[config.mk]
export PLATFORM = sky130hd
export DESIGN_NAME = lcd_screen_buffer_refresher
export DESIGN_NICKNAME = d
export VERILOG_FILES = /design/src/sv/lsbr_pkg.sv /design/src/sv/lsbr_ram.sv /design/src/sv/lsbr_dp.sv /design/src/sv/lsbr_ctrl.sv /design/src/sv/lcd_screen_buffer_refresher.sv
export SDC_FILE = /design/constraint.sdc
export NUM_CORES = 1
export LEC_CHECK = 0
export ABC_AREA = 1
export BUFFER_PORTS_ARGS = -buffer_cell sky130_fd_sc_hd__buf_2
export CAP_MARGIN = 0
export CORE_MARGIN = 2
export CORE_UTILIZATION = 40
export CTS_CLUSTER_SIZE = 12
export DETAILED_ROUTE_END_ITERATION = 6
export REMOVE_ABC_BUFFERS = 1
export SETUP_SLACK_MARGIN = 0.1
export SYNTH_ARGS = -nofsm -noshare
export SYNTH_HDL_FRONTEND = slang
export SYNTH_HIERARCHICAL = 1
export SYNTH_SLANG_ARGS = --single-unit
[constraint.sdc]
create_clock -name clk -period 4.4 [get_ports clk]
set_clock_uncertainty 0.15 [all_clocks]
set_input_delay 0.44 -clock clk [delete_from_list [all_inputs] [get_ports clk]]
set_output_delay 0.44 -clock clk [all_outputs]
set_load 0.01 [all_outputs]
[src/sv/lsbr_pkg.sv]
// shared types and constants for the lcd screen buffer refresher
`timescale 1ns / 1ps

package lsbr_pkg;

	localparam int SCREEN_W = 2;
	localparam int POS_W = 4;
	localparam int CHAR_W = 8;
	localparam int ADDR_W = 7;
	localparam int NIB_W = 4;

	localparam logic [1:0] CMD_WRITE = 2'd0;
	localparam logic [1:0] CMD_SELECT = 2'd1;
	localparam logic [1:0] CMD_SERVICE = 2'd2;
	localparam logic [1:0] CMD_CHECKSUM = 2'd3;

	localparam logic KIND_NIBBLE = 1'b0;
	localparam logic KIND_CHECKSUM = 1'b1;

	localparam logic RS_COMMAND = 1'b0;
	localparam logic RS_DATA = 1'b1;

	localparam logic [7:0] LCD_SET_DDRAM = 8'h80;
	localparam logic [7:0] LCD_ADDR_HI_MASK = 8'h70;
	localparam logic [7:0] LCD_ADDR_LO_MASK = 8'h0f;
	localparam logic [ADDR_W-1:0] LCD_FIRST_ADDR = 7'h00;
	localparam logic [ADDR_W-1:0] HALF_ADDR_RESET = 7'h40;

	localparam logic [7:0] CHAR_SPACE = 8'h20;
	localparam logic [7:0] CHAR_BLANK = 8'h00;

	typedef struct packed {
		logic [1:0] command;
		logic [SCREEN_W-1:0] screen;
		logic [POS_W-1:0] position;
		logic [CHAR_W-1:0] character;
	} in_item_t;

	typedef struct packed {
		logic kind;
		logic register_select;
		logic [NIB_W-1:0] nibble;
		logic [7:0] checksum;
		logic last;
	} out_item_t;

	typedef enum logic [2:0] {
		EM_NONE,
		EM_ADDR_HI,
		EM_ADDR_LO,
		EM_CHAR_HI,
		EM_CHAR_LO,
		EM_SUM
	} emit_t;

	typedef struct packed {
		logic accept;
		logic init_wr;
		logic idx_clr;
		logic idx_inc;
		logic rd_first;
		logic rd_next;
		logic rd_sum;
		logic acc_clr;
		logic mark_shown;
		emit_t emit;
		logic addr_sel;
		logic last;
	} dp_cmd_t;

	typedef struct packed {
		logic init_last;
		logic refresh_needed;
		logic idx_last;
		logic half_next;
	} dp_sts_t;

	// power-up contents of screen 0
	function automatic logic [7:0] init_char(input int unsigned idx, input int unsigned len);
		logic [7:0] c;
		if (idx >= len) begin
			c = CHAR_BLANK;
		end else begin
			case (idx)
				0: c = 8'h53;
				1: c = 8'h70;
				2: c = 8'h61;
				3: c = 8'h6d;
				default: c = CHAR_SPACE;
			endcase
		end
		return c;
	endfunction

endpackage

[src/sv/lsbr_ram.sv]
// generic simple dual port ram with registered read
`timescale 1ns / 1ps

module lsbr_ram #(
	parameter int WIDTH = 8,
	parameter int DEPTH = 64
) (
	input logic clk,
	input logic we,
	input logic [$clog2(DEPTH)-1:0] waddr,
	input logic [WIDTH-1:0] wdata,
	input logic re,
	input logic [$clog2(DEPTH)-1:0] raddr,
	output logic [WIDTH-1:0] rdata
);

	logic [WIDTH-1:0] mem_q [DEPTH];

	always_ff @(posedge clk) begin
		if (we) begin
			mem_q[waddr] <= wdata;
		end
		if (re) begin
			rdata <= mem_q[raddr];
		end
	end

endmodule

[src/sv/lsbr_dp.sv]
// datapath: screen memory, display state, sequencing counters and result register
`timescale 1ns / 1ps

module lsbr_dp #(
	parameter int BUFFER_LEN = 16,
	parameter int SCREEN_COUNT = 4
) (
	input logic clk,
	input logic arst_n,
	input lsbr_pkg::dp_cmd_t cmd,
	output lsbr_pkg::dp_sts_t sts,
	input lsbr_pkg::in_item_t item,
	input logic cfg_wen,
	input logic [lsbr_pkg::ADDR_W-1:0] cfg_wdata,
	output lsbr_pkg::out_item_t result,
	output logic strobe
);

	localparam int DEPTH = SCREEN_COUNT * BUFFER_LEN;
	localparam int AW = $clog2(DEPTH);
	localparam int IW = $clog2(BUFFER_LEN);
	localparam int HALF = BUFFER_LEN / 2;

	logic [AW-1:0] init_cnt_q;
	logic [IW-1:0] idx_q;
	logic [lsbr_pkg::SCREEN_W-1:0] scr_q;
	logic [lsbr_pkg::SCREEN_W-1:0] shown_q;
	logic [lsbr_pkg::SCREEN_W-1:0] wanted_q;
	logic redraw_q;
	logic [lsbr_pkg::ADDR_W-1:0] half_addr_q;
	logic [7:0] acc_q;
	logic rd_sum_s1;
	logic strobe_q;
	lsbr_pkg::out_item_t result_q;

	logic scr_ok;
	logic pos_ok;
	logic wr_item;
	logic ram_we;
	logic [AW-1:0] ram_waddr;
	logic [7:0] ram_wdata;
	logic ram_re;
	logic [AW-1:0] ram_raddr;
	logic [7:0] ram_rdata;
	logic [IW:0] rd_ofs;
	logic [lsbr_pkg::SCREEN_W-1:0] rd_scr;
	logic [lsbr_pkg::ADDR_W-1:0] lcd_addr;
	logic [7:0] addr_hi;
	logic [7:0] addr_lo;
	lsbr_pkg::out_item_t next_res;

	assign scr_ok = int'(item.screen) < SCREEN_COUNT;
	assign pos_ok = int'(item.position) < BUFFER_LEN;
	assign wr_item = cmd.accept && (item.command == lsbr_pkg::CMD_WRITE) && scr_ok && pos_ok;

	assign ram_we = cmd.init_wr | wr_item;
	assign ram_waddr = cmd.init_wr ? init_cnt_q
		: AW'(int'(item.screen) * BUFFER_LEN + int'(item.position));
	assign ram_wdata = cmd.init_wr ? lsbr_pkg::init_char(int'(init_cnt_q), BUFFER_LEN)
		: item.character;

	assign ram_re = cmd.rd_first | cmd.rd_next | cmd.rd_sum;
	assign rd_ofs = cmd.rd_first ? '0 : (cmd.rd_sum ? {1'b0, idx_q} : {1'b0, idx_q} + 1'b1);
	assign rd_scr = cmd.rd_sum ? scr_q : wanted_q;
	assign ram_raddr = AW'(int'(rd_scr) * BUFFER_LEN + int'(rd_ofs));

	lsbr_ram #(
		.WIDTH(8),
		.DEPTH(DEPTH)
	) u_ram (
		.clk(clk),
		.we(ram_we),
		.waddr(ram_waddr),
		.wdata(ram_wdata),
		.re(ram_re),
		.raddr(ram_raddr),
		.rdata(ram_rdata)
	);

	assign sts.init_last = init_cnt_q == AW'(DEPTH - 1);
	assign sts.refresh_needed = (shown_q != wanted_q) | redraw_q;
	assign sts.idx_last = idx_q == IW'(BUFFER_LEN - 1);
	assign sts.half_next = (int'(idx_q) + 1) == HALF;

	assign lcd_addr = cmd.addr_sel ? half_addr_q : lsbr_pkg::LCD_FIRST_ADDR;
	assign addr_hi = ({1'b0, lcd_addr} & lsbr_pkg::LCD_ADDR_HI_MASK) | lsbr_pkg::LCD_SET_DDRAM;
	assign addr_lo = {1'b0, lcd_addr} & lsbr_pkg::LCD_ADDR_LO_MASK;

	always_comb begin
		next_res = '0;
		next_res.last = cmd.last;
		case (cmd.emit)
			lsbr_pkg::EM_ADDR_HI: begin
				next_res.kind = lsbr_pkg::KIND_NIBBLE;
				next_res.register_select = lsbr_pkg::RS_COMMAND;
				next_res.nibble = addr_hi[7:4];
			end
			lsbr_pkg::EM_ADDR_LO: begin
				next_res.kind = lsbr_pkg::KIND_NIBBLE;
				next_res.register_select = lsbr_pkg::RS_COMMAND;
				next_res.nibble = addr_lo[3:0];
			end
			lsbr_pkg::EM_CHAR_HI: begin
				next_res.kind = lsbr_pkg::KIND_NIBBLE;
				next_res.register_select = lsbr_pkg::RS_DATA;
				next_res.nibble = ram_rdata[7:4];
			end
			lsbr_pkg::EM_CHAR_LO: begin
				next_res.kind = lsbr_pkg::KIND_NIBBLE;
				next_res.register_select = lsbr_pkg::RS_DATA;
				next_res.nibble = ram_rdata[3:0];
			end
			lsbr_pkg::EM_SUM: begin
				next_res.kind = lsbr_pkg::KIND_CHECKSUM;
				next_res.checksum = (int'(scr_q) < SCREEN_COUNT) ? acc_q : 8'h00;
			end
			default: begin
				next_res = '0;
			end
		endcase
	end

	always_ff @(posedge clk or negedge arst_n) begin
		if (!arst_n) begin
			init_cnt_q <= '0;
			idx_q <= '0;
			shown_q <= '0;
			wanted_q <= '0;
			redraw_q <= 1'b1;
			half_addr_q <= lsbr_pkg::HALF_ADDR_RESET;
			rd_sum_s1 <= 1'b0;
			strobe_q <= 1'b0;
		end else begin
			if (cmd.init_wr) begin
				init_cnt_q <= init_cnt_q + 1'b1;
			end
			if (cmd.idx_clr) begin
				idx_q <= '0;
			end else if (cmd.idx_inc) begin
				idx_q <= idx_q + 1'b1;
			end
			if (cfg_wen) begin
				half_addr_q <= cfg_wdata;
			end
			if (cmd.accept && (item.command == lsbr_pkg::CMD_SELECT) && scr_ok) begin
				wanted_q <= item.screen;
			end
			if (cmd.mark_shown) begin
				shown_q <= wanted_q;
				redraw_q <= 1'b0;
			end else if (wr_item && (item.screen == shown_q)) begin
				redraw_q <= 1'b1;
			end
			rd_sum_s1 <= cmd.rd_sum;
			strobe_q <= cmd.emit != lsbr_pkg::EM_NONE;
		end
	end

	always_ff @(posedge clk) begin
		if (cmd.accept) begin
			scr_q <= item.screen;
		end
		if (cmd.acc_clr) begin
			acc_q <= 8'h00;
		end else if (rd_sum_s1) begin
			acc_q <= acc_q + ram_rdata;
		end
		result_q <= next_res;
	end

	assign result = result_q;
	assign strobe = strobe_q;

endmodule

[src/sv/lsbr_ctrl.sv]
// controller: memory fill after reset, command decode, refresh and checksum sequencing
`timescale 1ns / 1ps

module lsbr_ctrl (
	input logic clk,
	input logic arst_n,
	input logic start,
	input logic [1:0] command,
	input lsbr_pkg::dp_sts_t sts,
	output lsbr_pkg::dp_cmd_t cmd,
	output logic busy
);

	typedef enum logic [3:0] {
		S_INIT,
		S_IDLE,
		S_A0H,
		S_A0L,
		S_CH,
		S_CL,
		S_A1H,
		S_A1L,
		S_SUM,
		S_SUMW,
		S_SUMO
	} state_t;

	state_t state_q;
	state_t state_d;

	assign busy = state_q != S_IDLE;

	always_comb begin
		cmd = '0;
		cmd.emit = lsbr_pkg::EM_NONE;
		state_d = state_q;
		case (state_q)
			S_INIT: begin
				cmd.init_wr = 1'b1;
				if (sts.init_last) begin
					state_d = S_IDLE;
				end
			end
			S_IDLE: begin
				if (start) begin
					cmd.accept = 1'b1;
					cmd.idx_clr = 1'b1;
					cmd.acc_clr = 1'b1;
					if (command == lsbr_pkg::CMD_SERVICE && sts.refresh_needed) begin
						state_d = S_A0H;
					end else if (command == lsbr_pkg::CMD_CHECKSUM) begin
						state_d = S_SUM;
					end
				end
			end
			S_A0H: begin
				cmd.emit = lsbr_pkg::EM_ADDR_HI;
				state_d = S_A0L;
			end
			S_A0L: begin
				cmd.emit = lsbr_pkg::EM_ADDR_LO;
				cmd.rd_first = 1'b1;
				state_d = S_CH;
			end
			S_CH: begin
				cmd.emit = lsbr_pkg::EM_CHAR_HI;
				state_d = S_CL;
			end
			S_CL: begin
				cmd.emit = lsbr_pkg::EM_CHAR_LO;
				if (sts.idx_last) begin
					cmd.last = 1'b1;
					cmd.mark_shown = 1'b1;
					state_d = S_IDLE;
				end else begin
					cmd.rd_next = 1'b1;
					cmd.idx_inc = 1'b1;
					state_d = sts.half_next ? S_A1H : S_CH;
				end
			end
			S_A1H: begin
				cmd.emit = lsbr_pkg::EM_ADDR_HI;
				cmd.addr_sel = 1'b1;
				state_d = S_A1L;
			end
			S_A1L: begin
				cmd.emit = lsbr_pkg::EM_ADDR_LO;
				cmd.addr_sel = 1'b1;
				state_d = S_CH;
			end
			S_SUM: begin
				cmd.rd_sum = 1'b1;
				cmd.idx_inc = 1'b1;
				if (sts.idx_last) begin
					state_d = S_SUMW;
				end
			end
			S_SUMW: begin
				state_d = S_SUMO;
			end
			S_SUMO: begin
				cmd.emit = lsbr_pkg::EM_SUM;
				cmd.last = 1'b1;
				state_d = S_IDLE;
			end
			default: begin
				state_d = S_IDLE;
			end
		endcase
	end

	always_ff @(posedge clk or negedge arst_n) begin
		if (!arst_n) begin
			state_q <= S_INIT;
		end else begin
			state_q <= state_d;
		end
	end

endmodule

[src/sv/lcd_screen_buffer_refresher.sv]
// top level of the lcd screen buffer refresher
//
//  port group                 dir  handshake
//  start, busy, item          in   item taken when start is high and busy is low
//  strobe, result             out  one result per strobe, no back pressure
//  cfg_wen, cfg_wdata         in   second-half ddram address, written when cfg_wen is high
//
// write, select and a service with nothing to redraw finish in the accept cycle.
// a refresh emits its 2 * BUFFER_LEN + 4 nibbles one per cycle, the first one
// from the A0H state through the result register. a checksum reads one character
// per cycle and answers after the last; one screen ram read per cycle sets this.
// after reset busy stays high while every screen ram location is loaded with its
// power-up contents.
`timescale 1ns / 1ps

module lcd_screen_buffer_refresher #(
	parameter int BUFFER_LEN = 16,
	parameter int SCREEN_COUNT = 4
) (
	input logic clk,
	input logic arst_n,
	input logic start,
	output logic busy,
	input lsbr_pkg::in_item_t item,
	output logic strobe,
	output lsbr_pkg::out_item_t result,
	input logic cfg_wen,
	input logic [lsbr_pkg::ADDR_W-1:0] cfg_wdata
);

	lsbr_pkg::dp_cmd_t cmd;
	lsbr_pkg::dp_sts_t sts;

	lsbr_ctrl u_ctrl (
		.clk(clk),
		.arst_n(arst_n),
		.start(start),
		.command(item.command),
		.sts(sts),
		.cmd(cmd),
		.busy(busy)
	);

	lsbr_dp #(
		.BUFFER_LEN(BUFFER_LEN),
		.SCREEN_COUNT(SCREEN_COUNT)
	) u_dp (
		.clk(clk),
		.arst_n(arst_n),
		.cmd(cmd),
		.sts(sts),
		.item(item),
		.cfg_wen(cfg_wen),
		.cfg_wdata(cfg_wdata),
		.result(result),
		.strobe(strobe)
	);

endmodule

## After elaboration in Yosys (flattened, before gate mapping)

Memories as Yosys holds them, arrays and structs flattened. A register that Yosys moved wholly into a read port is not among the register bits.
Cells that the tools add are included.

| word-level totals | value |
|---|---|
| register bits | 53 |
| memory bits (writable) | 512 |
| input bits | 27 |
| output and inout bits | 17 |
| logic and storage cells | 112 |
| memories | 1 |

Memory list:

| name | depth | width | rd ports | clocked after memory_dff | wr ports | line | text |
|---|---|---|---|---|---|---|---|
| u_dp.u_ram.mem_q | 64 | 8 | 1 | 1 | 1 | lsbr_ram.sv:17 | `logic [WIDTH-1:0] mem_q [DEPTH];` |

| cells by class | value |
|---|---|
| add/subtract/negate cells | 7 |
| $lt $le $gt $ge | 1 |
| equal/unequal tests | 31 |
| mux-type cells | 37 |
| bitwise logic cells | 4 |
| reductions and logical operators | 15 |

Operator list:

| cell | count |
|---|---|
| $pmux 4 s9 | 1 |
| $eq 32x5->1 const B | 1 |
| $mux 4 | 8 |
| $pmux 7 s4 | 1 |
| $pmux 5 s4 | 1 |
| $eq 4x3->1 const B | 4 |
| $eq 4x4->1 const B | 4 |
| $mux 1 | 15 |
| $pmux 3 s5 | 1 |
| $mux 7 | 2 |
| $eq 6x2->1 const B | 2 |
| $add 4x1->5 const B | 2 |
| $mux 5 | 2 |
| $add 8x8->8 | 1 |
| $eq 4x2->1 const B | 2 |
| $mux 8 | 1 |
| $add 6x1->6 const B | 1 |
| $add 6x4->6 | 1 |
| $add 6x5->6 | 1 |
| $eq 3x2->1 const B | 2 |
| $eq 3x3->1 const B | 2 |
| $eq 6x1->1 const B | 1 |
| $eq 6x6->1 const B | 1 |
| $ge 6x5->1 const B | 1 |
| other kinds (23) | 37 |

## Logic depth before layout (Yosys ltp)

| logic depth | value |
|---|---|
| depth after elaboration | 6 |
| depth in mapped cells | 18 |
| mapped depth without buffers | 15 |

## By module

The synthesis kept the hierarchy.

Modules (own cells, without submodules):

| module | instances | cells an instance | area an instance (µm²) | sequential area each (µm²) |
|---|---|---|---|---|
| lsbr_ram | 1 | 1805 | 21419.3 | 15615.0 |
| lsbr_dp | 1 | 327 | 2622.5 | 1123.6 |
| lsbr_ctrl | 1 | 79 | 427.9 | 100.1 |

## Worst setup path before layout

No wires, ideal clock.

| timing path | value |
|---|---|
| path kind | register to register |
| start point | register u_ctrl.state_q[1] |
| end point | memory u_dp.u_ram.mem_q[48][0], enable pin |
| setup time | 0.395 ns |
| arrival | 2.861 ns |
| required time | 3.855 ns |
| slack | 0.994 ns |
| cell stages (with the launch flop) | 12 |
| path buffers | 2 |
| period minus slack after synthesis | 3.406 ns |
| path through | dfrtp_1 -> inv_2 -> nand2_1 -> nor2_2 -> inv_1 -> nor2_1 -> buf_4 -> nand2_1 -> o21ai_0 -> clkbuf_1 -> nand4_1 -> nor4_1 |

RTL lines:

| element | line | text |
|---|---|---|
| start, declared | lsbr_ctrl.sv:28 | `state_t state_q;` |
| start signal, assigned | lsbr_ctrl.sv:116 | `state_q <= state_d;` |
| end, declared | lsbr_ram.sv:17 |  |

==> out/results.ini <==
[status]
outcome=finished, final reports clean

[cells_and_area]
fill_cells=5505
finish.utilization_pct=44.9
register_area_sq_um=16800
diodes=0
finish.net_count=2293
layout-drive-gt1-share_pct=8.92
area_growth_syn_to_layout_pct=11.0
multi_input_comb_area_sq_um=6540

[synthesis]
yosys-top-cells-count=sky130_fd_sc_hd__nand2_1 (744), sky130_fd_sc_hd__edfxtp_1 (522), sky130_fd_sc_hd__nand3_1 (469)
post_synth_edffs=522
synth_ff_type=sky130_fd_sc_hd__edfxtp_1
netlist.area_leader.share_pct=64.1
synth_top_cells_by_area=sky130_fd_sc_hd__edfxtp_1 (64%), sky130_fd_sc_hd__nand2_1 (11%), sky130_fd_sc_hd__nand3_1 (9.6%)
yosys.area.top_type=sky130_fd_sc_hd__edfxtp_1
mappedNetlistArea_sq_um=24500
syn_area_per_cell_sq_um=11.1
synth.distinct_cells=42
post-synth-top-count-cell=sky130_fd_sc_hd__nand2_1
synth-warning-count=6
ys_seq_elements=573
netlist_instances=2211
async_flop_share_pct=4.89
seq_area_frac_synth_pct=68.8

[cts]
worstSkewPairLatency_ns=0.63
clock_sinks=573
post-cts-setup-buffer-count=0
ctsLongestPathBuffers=3
cts_hold_buf=10
clk_pin_slew_worst_paths_ns=0.06
cts_tree=done
cts_resized=0
cts_root_buf=sky130_fd_sc_hd__clkbuf_16
h_tree_lvl_count=2
numCtsBuffers=59

[setup_path]
crit_path_capture_type=flop
slowest_stage=sky130_fd_sc_hd__inv_6
cp_data_arrival_time_ns=4.18
crit_required_ns=4.73
critical-path-top-cell-by-count=sky130_fd_sc_hd__nand2_1
crit_path_start=u_ctrl/state_q[2]$_DFFE_PN0P_
critical_path.reg2reg.startpoint=u_ctrl/state_q[2]$_DFFE_PN0P_
worstPathMaxFanout=76
timing.setup.critical_path_class=flop to flop
critical_path.max_stage_delay_ns=0.46
cp_cell_sequence=inv_1 -> nand2_1 -> nor2_1 -> inv_1 -> o21ai_0 -> a21oi_4 -> inv_6 -> buf_12 -> nand2_1 -> nand3_1 -> nand3_1 -> nand2_1 -> nand2_1 -> nand3_1 -> nand3_1 -> nand2_1
worst_setup_path_start_kind=flop

[timing]
final.min_clock_period_ns=3.85
final_setup_fails=0
final-max-slew-violation-count=0
timing.final.crit_share_pct=87.4
rsz0062_at_grt=false
worstMarginPinSlew_ns=1.13
relSlewSlack_pct=24.6
fmaxAchievable_ghz=0.260
finalHoldViolCount=0

[global_route]
track_usage_pct=20.0
first_pass_grt_wire_length_um=96600
total_gr_overflow=0
grt_start_max_net_pins=193
antenna_found_initial=0
grt_pass1_vias=15900

[detailed_routing]
wl_um=63600
remaining_drc_errors=0
drt_pass1_iterations=5
drtIter0Drc=1852
num_vias=16600
detail_route.wl_per_cell_um=20.7
ant_nets=0
post_drt_via_cell_ratio=5.42

[job]
drv_cap=0

[floorplanning]
die-area_sq_um=63200
core-area_sq_um=60500
die_width_um=251
floorplan.die.height_um=251
ios=44
rows=90
initial_core_utilization_pct=40.5

[place]
detailed_place_hpwl_um=37800
routability_congestion_estimate_from_global_placement=0.877
port_buffers=43

[worst_hold_path]
hold_path.class=primary input to flop
holdCritStartpoint=cfg_wen

[placed cells by master (no fill, tap or decap), drive strengths merged, types with 7 or more instances in the layout]
cell and instances:
buf 89, xor2 7, clkbuf 72, nor2 100
nor4 9, nand3 471, nand2 748, dfrtp 26
ha 14, nand4 13, inv 82, clkinv 21
dfxtp 23, o21ai 27, a21oi 15, dlygate4sd3 10
mux2 7, edfxtp 522
[path summary, 6_finish.rpt]
path	to	slack, ns	cells past startpoint
min in group asynchronous	u_ctrl/state_q[0]$_DFFE_PN0P_	0.24	2
max in group asynchronous	u_dp/init_cnt_q[1]$_DFFE_PN0P_	3.43	2
max	u_dp/u_ram/rdata[3]$_DFFE_PP_	0.55	16
min reg2reg	u_dp/result[7]$_SDFF_PN0_	0.31	2
max reg2reg	u_dp/u_ram/rdata[3]$_DFFE_PP_	0.55	16
min	u_dp/half_addr_q[2]$_DFFE_PN0P_	0.05	2
[critical path: cells and delay by family (launching register included)]
| family | cells | cell delay (ns) |
|---|---|---|
| AND/OR/NAND/NOR | 10 | 1.38 |
| buffers and inverters | 4 | 1.18 |
| AO/OA/AOI/OAI | 2 | 0.46 |
| flip-flops | 1 | 0.45 |
[flip-flops by register name, indices dropped and copies added, names as in the netlist]
signal / cells
u_dp/init_cnt_q: 6
u_dp/u_ram/rdata: 8
u_ctrl/state_q: 4
u_dp/acc_q: 8
u_dp/u_ram/mem_q: 512
u_dp/shown_q: 2
u_dp/result: 15
u_dp/half_addr_q: 7
u_dp/redraw_q: 1
u_dp/rd_sum_s1: 1
u_dp/wanted_q: 2
u_dp/strobe: 1
u_dp/idx_q: 4
u_dp/scr_q: 2
[cell families after synthesis]
logic type | share of synthesized area (%)
flip-flops | 68.8
AO/OA/AOI/OAI | 1.20
buffers and inverters | 4.72
XOR/XNOR | 0.496
AND/OR/NAND/NOR | 23.6
adder cells (fa/ha/maj) | 0.798
multiplexers | 0.322
[area by class of cell]
cell class,instances,area share [%]
well taps,782,3.60
clock inverters,26,0.677
clock buffers,72,5.61
multi-input cells,1438,24.1
repair buffers,99,2.94
inverters,80,1.13
flip-flops and latches,573,62.0
[through the flow]
stage	area, sq um	hold WS (ns)	std cells	worst slack (ns)	TNS [ns]
finish	27200	0.0496	3070	0.554	0
floorplan	23600	-0.00559	2091	-10.79	-86.34
global placement	25400	0.294	2962	0.708	0
global route	27200	0.0497	3070	0.240	0
CTS	27200	0.0218	3070	0.626	0
detailed placement	25400	0.299	2962	0.642	0
[layer usage]
metal  wire length [um]  vias up  global-route usage, %
li1                   -     7727                      -
met1              27400     8121                   28.1
met2              29600      681                   31.8
met3               4550      114                   3.06
met4               2020        0                   7.19
met5                  0        -                      0
Power is left out: the tool's default activity adds up to more than one toggle a clock period on the data nets, which glitch-free logic cannot reach.
